$ cat src/hdl/pni_pkg.sv
package pni_pkg;

    localparam int DATA_W      = 8;
    localparam int STATE_W     = 32;
    localparam int MOD_W       = 31;
    localparam int CFG_IDX_W   = 1;
    localparam int MOD_STEPS   = STATE_W;
    localparam int MOD_CNT_W   = $clog2(MOD_STEPS + 1);

    localparam logic [MOD_W-1:0]     RAND_BASE   = MOD_W'(10001);
    localparam logic [CFG_IDX_W-1:0] CFG_CORRUPT = CFG_IDX_W'(0);
    localparam logic [CFG_IDX_W-1:0] CFG_DROP    = CFG_IDX_W'(1);

    typedef struct packed {
        logic             busy;
        logic             done;
        logic [MOD_W-1:0] rem;
    } t_mod_status;

endpackage

$ cat src/hdl/pni_in_if.sv
interface pni_in_if;
    import pni_pkg::*;

    logic              valid;
    logic              ready;
    logic [DATA_W-1:0] data_byte;
    logic              first_of_packet;
    logic              last_of_packet;

    modport source (output valid, output data_byte, output first_of_packet,
                    output last_of_packet, input ready);
    modport sink   (input valid, input data_byte, input first_of_packet,
                    input last_of_packet, output ready);
endinterface

interface pni_out_if;
    import pni_pkg::*;

    logic              valid;
    logic              ready;
    logic [DATA_W-1:0] byte_out;
    logic              dropped;
    logic              end_of_packet;

    modport source (output valid, output byte_out, output dropped,
                    output end_of_packet, input ready);
    modport sink   (input valid, input byte_out, input dropped,
                    input end_of_packet, output ready);
endinterface

$ cat src/hdl/pni_mod_unit.sv
module pni_mod_unit (
    input  logic                      i_clk,
    input  logic                      i_rst_n,
    input  logic                      i_start,
    input  logic [pni_pkg::STATE_W-1:0] i_dividend,
    input  logic [pni_pkg::MOD_W-1:0]   i_divisor,
    output pni_pkg::t_mod_status      o_status
);
    import pni_pkg::*;

    logic [STATE_W-1:0]   r_dvd;
    logic [MOD_W-1:0]     r_div;
    logic [MOD_W-1:0]     r_rem;
    logic [MOD_CNT_W-1:0] r_cnt;
    logic                 r_busy;
    logic                 r_done;

    logic [STATE_W-1:0]   s_trial;
    logic [STATE_W:0]     s_diff;

    // one dividend bit shifts into the partial remainder per cycle
    assign s_trial = {r_rem, r_dvd[STATE_W-1]};
    assign s_diff  = {1'b0, s_trial} - {2'b00, r_div};

    always_ff @(posedge i_clk) begin
        if (!i_rst_n) begin
            r_busy <= 1'b0;
            r_done <= 1'b0;
            r_cnt  <= '0;
        end else begin
            r_done <= 1'b0;
            if (i_start && !r_busy) begin
                r_busy <= 1'b1;
                r_cnt  <= MOD_CNT_W'(MOD_STEPS);
            end else if (r_busy) begin
                r_cnt <= r_cnt - MOD_CNT_W'(1);
                if (r_cnt == MOD_CNT_W'(1)) begin
                    r_busy <= 1'b0;
                    r_done <= 1'b1;
                end
            end
        end
    end

    always_ff @(posedge i_clk) begin
        if (i_start && !r_busy) begin
            r_dvd <= i_dividend;
            r_div <= i_divisor;
            r_rem <= '0;
        end else if (r_busy) begin
            r_dvd <= {r_dvd[STATE_W-2:0], 1'b0};
            if (!s_diff[STATE_W]) begin
                r_rem <= s_diff[MOD_W-1:0];
            end else begin
                r_rem <= s_trial[MOD_W-1:0];
            end
        end
    end

    assign o_status.busy = r_busy;
    assign o_status.done = r_done;
    assign o_status.rem  = r_rem;

endmodule

$ cat src/hdl/packet_noise_injector_unit.sv
// channel  | dir | beat payload                                 | handshake
// ---------+-----+----------------------------------------------+-------------
// i_in     | in  | data_byte[7:0] first_of_packet last_of_packet| valid/ready
// o_out    | out | byte_out[7:0] dropped end_of_packet          | valid/ready
// cfg      | in  | i_cfg_idx i_cfg_data[30:0]                   | i_cfg_we
//
// one beat at a time: a byte that does not start a packet goes through at most one
// remainder, a first byte up to three plus sequencing; the next input beat is taken
// in the cycle after the result is loaded; the remainders come from the bit-serial
// remainder unit: 32 steps per remainder
// synchronous active-low reset clears the state word, latched modulus and drop flag
// a stalled output holds its beat; the next input beat is taken while it waits
module packet_noise_injector_unit (
    input  logic                          i_clk,
    input  logic                          i_rst_n,
    pni_in_if.sink                        i_in,
    pni_out_if.source                     o_out,
    input  logic                          i_cfg_we,
    input  logic [pni_pkg::CFG_IDX_W-1:0] i_cfg_idx,
    input  logic [pni_pkg::MOD_W-1:0]     i_cfg_data
);
    import pni_pkg::*;

    localparam logic [3:0] ST_IDLE      = 4'd0;
    localparam logic [3:0] ST_RAND_GO   = 4'd1;
    localparam logic [3:0] ST_RAND_WAIT = 4'd2;
    localparam logic [3:0] ST_DROP_GO   = 4'd3;
    localparam logic [3:0] ST_DROP_WAIT = 4'd4;
    localparam logic [3:0] ST_BODY      = 4'd5;
    localparam logic [3:0] ST_CORR_GO   = 4'd6;
    localparam logic [3:0] ST_CORR_WAIT = 4'd7;
    localparam logic [3:0] ST_OUT       = 4'd8;

    logic [3:0]         r_st, n_st;
    logic [MOD_W-1:0]   r_corrupt;
    logic [MOD_W-1:0]   r_drop;
    logic [STATE_W-1:0] r_state, n_state;
    logic [MOD_W-1:0]   r_pmod, n_pmod;
    logic               r_drop_act, n_drop_act;
    logic [DATA_W-1:0]  r_byte;
    logic               r_first;
    logic               r_last;
    logic [DATA_W-1:0]  r_res, n_res;
    logic               r_out_valid, n_out_valid;
    logic [DATA_W-1:0]  r_out_byte;
    logic               r_out_drop;
    logic               r_out_eop;

    logic               s_mod_start;
    logic [STATE_W-1:0] s_mod_dvd;
    logic [MOD_W-1:0]   s_mod_div;
    t_mod_status        s_mod;
    logic               s_accept;
    logic               s_load_out;

    pni_mod_unit u_mod (
        .i_clk      (i_clk),
        .i_rst_n    (i_rst_n),
        .i_start    (s_mod_start),
        .i_dividend (s_mod_dvd),
        .i_divisor  (s_mod_div),
        .o_status   (s_mod)
    );

    assign i_in.ready = (r_st == ST_IDLE);
    assign s_accept   = i_in.valid && i_in.ready;
    assign s_load_out = (r_st == ST_OUT) && (!r_out_valid || o_out.ready);

    always_comb begin
        n_st        = r_st;
        n_state     = r_state;
        n_pmod      = r_pmod;
        n_drop_act  = r_drop_act;
        n_res       = r_res;
        s_mod_start = 1'b0;
        s_mod_dvd   = r_state;
        s_mod_div   = r_pmod;
        case (r_st)
            ST_IDLE: begin
                if (s_accept) begin
                    n_st = i_in.first_of_packet ? ST_RAND_GO : ST_BODY;
                end
            end
            ST_RAND_GO: begin
                n_drop_act = 1'b0;
                if (r_corrupt != '0) begin
                    n_pmod = r_corrupt;
                    n_st   = ST_DROP_GO;
                end else begin
                    s_mod_start = 1'b1;
                    s_mod_div   = RAND_BASE;
                    n_st        = ST_RAND_WAIT;
                end
            end
            ST_RAND_WAIT: begin
                if (s_mod.done) begin
                    n_pmod = s_mod.rem + MOD_W'(1);
                    n_st   = ST_DROP_GO;
                end
            end
            ST_DROP_GO: begin
                if (r_drop != '0) begin
                    s_mod_start = 1'b1;
                    s_mod_div   = r_drop;
                    n_st        = ST_DROP_WAIT;
                end else begin
                    n_st = ST_BODY;
                end
            end
            ST_DROP_WAIT: begin
                if (s_mod.done) begin
                    if (s_mod.rem == '0) begin
                        n_state    = r_state + STATE_W'(1);
                        n_drop_act = 1'b1;
                    end
                    n_st = ST_BODY;
                end
            end
            ST_BODY: begin
                if (r_drop_act) begin
                    n_res = '0;
                    n_st  = ST_OUT;
                end else begin
                    n_state = r_state + STATE_W'(r_byte) + STATE_W'(1);
                    n_res   = r_byte;
                    // no corruption before the first packet start
                    n_st    = (r_pmod != '0) ? ST_CORR_GO : ST_OUT;
                end
            end
            ST_CORR_GO: begin
                s_mod_start = 1'b1;
                n_st        = ST_CORR_WAIT;
            end
            ST_CORR_WAIT: begin
                if (s_mod.done) begin
                    if (s_mod.rem == '0) begin
                        n_res = r_state[DATA_W-1:0];
                    end
                    n_st = ST_OUT;
                end
            end
            ST_OUT: begin
                if (s_load_out) begin
                    n_st = ST_IDLE;
                end
            end
            default: begin
                n_st = ST_IDLE;
            end
        endcase
    end

    always_comb begin
        n_out_valid = r_out_valid;
        if (o_out.valid && o_out.ready) begin
            n_out_valid = 1'b0;
        end
        if (s_load_out) begin
            n_out_valid = 1'b1;
        end
    end

    always_ff @(posedge i_clk) begin
        if (!i_rst_n) begin
            r_st        <= ST_IDLE;
            r_state     <= '0;
            r_pmod      <= '0;
            r_drop_act  <= 1'b0;
            r_out_valid <= 1'b0;
            r_corrupt   <= '0;
            r_drop      <= '0;
        end else begin
            r_st        <= n_st;
            r_state     <= n_state;
            r_pmod      <= n_pmod;
            r_drop_act  <= n_drop_act;
            r_out_valid <= n_out_valid;
            if (i_cfg_we) begin
                case (i_cfg_idx)
                    CFG_CORRUPT: r_corrupt <= i_cfg_data;
                    CFG_DROP:    r_drop    <= i_cfg_data;
                    default: begin
                    end
                endcase
            end
        end
    end

    always_ff @(posedge i_clk) begin
        r_res <= n_res;
        if (s_accept) begin
            r_byte  <= i_in.data_byte;
            r_first <= i_in.first_of_packet;
            r_last  <= i_in.last_of_packet;
        end
        if (s_load_out) begin
            r_out_byte <= r_res;
            r_out_drop <= r_drop_act;
            r_out_eop  <= r_last;
        end
    end

    assign o_out.valid         = r_out_valid;
    assign o_out.byte_out      = r_out_byte;
    assign o_out.dropped       = r_out_drop;
    assign o_out.end_of_packet = r_out_eop;

    // the remainder unit never runs while a new beat may enter
    a_idle_unit: assert property (@(posedge i_clk) disable iff (!i_rst_n)
        i_in.ready |-> !s_mod.busy)
        else $error("remainder unit busy while input ready");

    a_div_nonzero: assert property (@(posedge i_clk) disable iff (!i_rst_n)
        s_mod_start |-> (s_mod_div != '0))
        else $error("remainder started with zero divisor");

    a_drop_zero: assert property (@(posedge i_clk) disable iff (!i_rst_n)
        (o_out.valid && o_out.dropped) |-> (o_out.byte_out == '0))
        else $error("dropped beat carries nonzero byte");

    // the drop test only follows a first byte
    a_drop_after_first: assert property (@(posedge i_clk) disable iff (!i_rst_n)
        (r_st == ST_DROP_GO) |-> r_first)
        else $error("drop test outside packet start");

endmodule

$ cat src/flat_wrapper.sv
// flat-port wrapper written by rule: the top's interface ports become plain ports
module packet_noise_injector_unit_flat import pni_pkg::*;
  (i_clk, i_rst_n, i_cfg_we, i_cfg_idx, i_cfg_data, i_in_valid, i_in_data_byte, i_in_first_of_packet, i_in_last_of_packet, i_in_ready, o_out_valid, o_out_byte_out, o_out_dropped, o_out_end_of_packet, o_out_ready);
  pni_in_if i_in_i ();
  pni_out_if o_out_i ();
  input  logic i_clk;
  input  logic i_rst_n;
  input  logic i_cfg_we;
  input  logic [pni_pkg::CFG_IDX_W-1:0] i_cfg_idx;
  input  logic [pni_pkg::MOD_W-1:0] i_cfg_data;
  input wire logic [$bits(i_in_i.valid)-1:0] i_in_valid;
  input wire logic [$bits(i_in_i.data_byte)-1:0] i_in_data_byte;
  input wire logic [$bits(i_in_i.first_of_packet)-1:0] i_in_first_of_packet;
  input wire logic [$bits(i_in_i.last_of_packet)-1:0] i_in_last_of_packet;
  output wire logic [$bits(i_in_i.ready)-1:0] i_in_ready;
  output wire logic [$bits(o_out_i.valid)-1:0] o_out_valid;
  output wire logic [$bits(o_out_i.byte_out)-1:0] o_out_byte_out;
  output wire logic [$bits(o_out_i.dropped)-1:0] o_out_dropped;
  output wire logic [$bits(o_out_i.end_of_packet)-1:0] o_out_end_of_packet;
  input wire logic [$bits(o_out_i.ready)-1:0] o_out_ready;
  assign i_in_i.valid = i_in_valid;
  assign i_in_i.data_byte = i_in_data_byte;
  assign i_in_i.first_of_packet = i_in_first_of_packet;
  assign i_in_i.last_of_packet = i_in_last_of_packet;
  assign i_in_ready = i_in_i.ready;
  assign o_out_valid = o_out_i.valid;
  assign o_out_byte_out = o_out_i.byte_out;
  assign o_out_dropped = o_out_i.dropped;
  assign o_out_end_of_packet = o_out_i.end_of_packet;
  assign o_out_i.ready = o_out_ready;
  packet_noise_injector_unit u_core (.i_clk(i_clk), .i_rst_n(i_rst_n), .i_in(i_in_i), .o_out(o_out_i), .i_cfg_we(i_cfg_we), .i_cfg_idx(i_cfg_idx), .i_cfg_data(i_cfg_data));
endmodule
$ cat config.mk
export PLATFORM = sky130hd
export DESIGN_NAME = packet_noise_injector_unit_flat
export DESIGN_NICKNAME = d
export VERILOG_FILES = /design/src/hdl/pni_pkg.sv /design/src/hdl/pni_in_if.sv /design/src/hdl/pni_mod_unit.sv /design/src/hdl/packet_noise_injector_unit.sv /design/src/flat_wrapper.sv
export SDC_FILE = /design/constraint.sdc
export NUM_CORES = 1
export LEC_CHECK = 0
export BUFFER_PORTS_ARGS = -buffer_cell sky130_fd_sc_hd__buf_2
export CORE_UTILIZATION = 35
export DETAILED_ROUTE_END_ITERATION = 6
export PLACE_DENSITY = 0.54
export SLEW_MARGIN = 20
export SYNTH_ARGS = -nofsm -noshare
export SYNTH_HDL_FRONTEND = slang
export SYNTH_HIERARCHICAL = 1
export SYNTH_SLANG_ARGS = --single-unit
$ cat constraint.sdc
create_clock -name i_clk -period 5.1 [get_ports i_clk]
set_input_delay 0 -clock i_clk [delete_from_list [all_inputs] [get_ports i_clk]]
set_output_delay 0 -clock i_clk [all_outputs]
set_load 0.005 [all_outputs]
==> flow_summary.toml <==
[run_status]
status = "finished, final reports clean"

[global_routing]
grt_antenna_before_repair = 0
grt_max_degree = 76
grt_overflow = 0
grtUsageTotal_pct = 19.0
grt_pass1_vias = 11043
grt_pass1_wl_mm = 61.9

[route]
drc = 0
drtAntennaViolNets = 0
routed_via_density = 5.42
drtIter0Drc = 748
detail_route.wl_per_cell_um = 18.2
firstDrtPassIters = 6
routed_wirelength_mm = 38.7
via_count = 11532

[power_and_ir_drop]
switchingPower_w = 0.00229
p_leak_nw = 5.92
power_w = 0.00692
clockPowerShare_pct = 32.7
power_frac_seq_pct = 40.2
switching_share_pct = 33.1
p_int_w = 0.00463
ir_worst_vdd_mv = 0.279
p_per_area_nw_per_um2 = 430
p_comb_share_pct = 27.0

[flow_run]
maxCapViolCount = 0

[timing]
fin_crit_sh_pct = 75.9
slew_viol_final = 0
setup_viol = 0
worst_pin_slew_ns = 0.980
hold_slack_ns = 0.0435
rsz0062_at_grt = "no"
fin_skew_ns = 0.0231
fmax_mhz = 258
max-slew-margin-rel_pct = 34.5
layout_min_cycle_time_ns = 3.87
final.setup.tns_ns = 0
hold_viol = 0

[finish]
finish.utilization_pct = 41.5
final_cell_area_um2 = 16100
antennaDiodeCount = 0
nNetsFinal = 1679
area_delta_synth_final_pct = 16.7
drive_gt1_share_pct = 12.7

[placement]
gp_congestion = 0.876
dp_hpwl_mm = 27.1
port-buffer-count = 58
placed_cell_area_um2 = 14600

[clock_network]
cts_root_buffer = "clkbuf_16"
cts.clk_slew.worst_paths_ns = 0.06
cts_max_level = 1
numCtsBuffers = 31
clockBufferDepth = 3
post_cts_resized = 0
numClockSinks = 260
clk_latency_ns = 0.57
cts_tree = "yes"

[floorplanning]
fp.dieH_um = 200
boundaryPins = 59
die_x_um = 200
initial_core_util_pct = 35.6
rows = 72
core_um2 = 38700
die_area_um2 = 40200

[worst_setup_path]
start_kind = "flop"
cp_max_fo = 15
crit_type = "flop to flop"
crit_arrival_ns = 4.33
end_kind = "flop"
required_ns = 5.56

[synthesis]
ys_warn_count = 6
syn_area_um2 = 13800
synth_fp_nets = 1603
syn-mean-instance-area_um2 = 9.13
synth_cells = 1510

[min_path]
worstHoldPathType = "input port to flop"
-- layout by cell type, fill, tap and decap left out, types with 15 or more instances in the layout --
cell type and n:
xor2_1 20, nand4_1 25, nand2b_1 23, dfxtp_1 170
o21ai_0 49, ha_1 44, a21oi_1 135, o21ai_1 18
or4_1 15, buf_2 58, nand2_1 244, nor4_1 32
dlygate4sd3_1 48, edfxtp_1 90, xnor2_1 41, nor2_1 58
mux2_2 35, o211ai_1 35, inv_1 55, a22o_1 43
and3_1 17, clkbuf_16 31, nand3_1 61, buf_4 19
o31ai_1 15, nor3_1 19
-- routing by layer --
| layer | track usage [%] | vias to the layer above | wire [um] |
|---|---|---|---|
| met3 | 2.18 | 68 | 1490 |
| li1 | - | 5716 | - |
| met4 | 6.08 | 0 | 1150 |
| met5 | 0 | - | 0 |
| met1 | 26.8 | 5505 | 18700 |
| met2 | 30.1 | 243 | 17400 |
-- worst max-delay path, stage by stage, from the launching register on --
cell,delay (ns)
dfxtp_1,0.50
inv_1,0.13
fa_1,0.47
nand2b_1,0.19
a21oi_1,0.22
a2111oi_0,0.13
o31ai_1,0.51
a21o_1,0.27
nand2_2,0.08
o21ai_4,0.36
buf_4,0.35
mux2_2,0.37
a22o_1,0.17
-- power by group through the flow --
stage          clock network [W]  logic (W)  registers [W]
2_1_floorplan                  0    0.00134        0.00271
3_3_place_gp                   0    0.00181        0.00282
3_5_place_dp                   0    0.00184        0.00282
4_1_cts                  0.00232    0.00188        0.00278
5_1_grt                  0.00241    0.00205        0.00282
6_report                 0.00226    0.00187        0.00278
-- final timing paths --
kind | start | endpoint | slack (ns) | cells past startpoint
min reg2reg | u_core/r_res[0] | u_core/o_out.byte_out[0] | 0.42 | 0
min | i_cfg_idx | u_core/r_corrupt[4] | 0.04 | 5
max | u_core/u_mod/r_rem[0] | u_core/u_mod/r_rem[5] | 1.23 | 12
max reg2reg | u_core/u_mod/r_rem[0] | u_core/u_mod/r_rem[5] | 1.23 | 12
-- stage by stage --
| stage | worst slack (ns) | instances |
|---|---|---|
| finish | 1.23 | 2128 |
| global route | 0.995 | 2128 |
| CTS | 1.25 | 2128 |
| detailed placement | 1.28 | 2023 |
| global placement | 1.32 | 2023 |
| floorplan | 1.38 | 1510 |
-- final cells by class --
cell class / count / area, um2
fillers: 3877 / 22700
well taps: 518 / 648
repair buffers: 126 / 933
clock inverters: 21 / 233
flip-flops and latches: 260 / 6110
clock buffers: 36 / 805
inverters: 57 / 214
multi-input cells: 1110 / 7140
-- state kept, by name, indices dropped and copies added (netlist names), 4 cells and up --
register,cells
u_core/r_state,32
u_core/u_mod/r_dvd,32
u_core/r_corrupt,31
u_core/r_drop,31
u_core/r_pmod,31
u_core/u_mod/r_div,31
u_core/u_mod/r_rem,31
u_core/o_out.byte_out,8
u_core/r_byte,8
u_core/r_res,8
u_core/u_mod/r_cnt,6
u_core/r_st,4
-- what timing repair did --
action	CTS	global route
hold buffers	48	0
buffers inserted	0	0
hold endpoints to repair	87	0
Power figures use the tool's default switching activity.
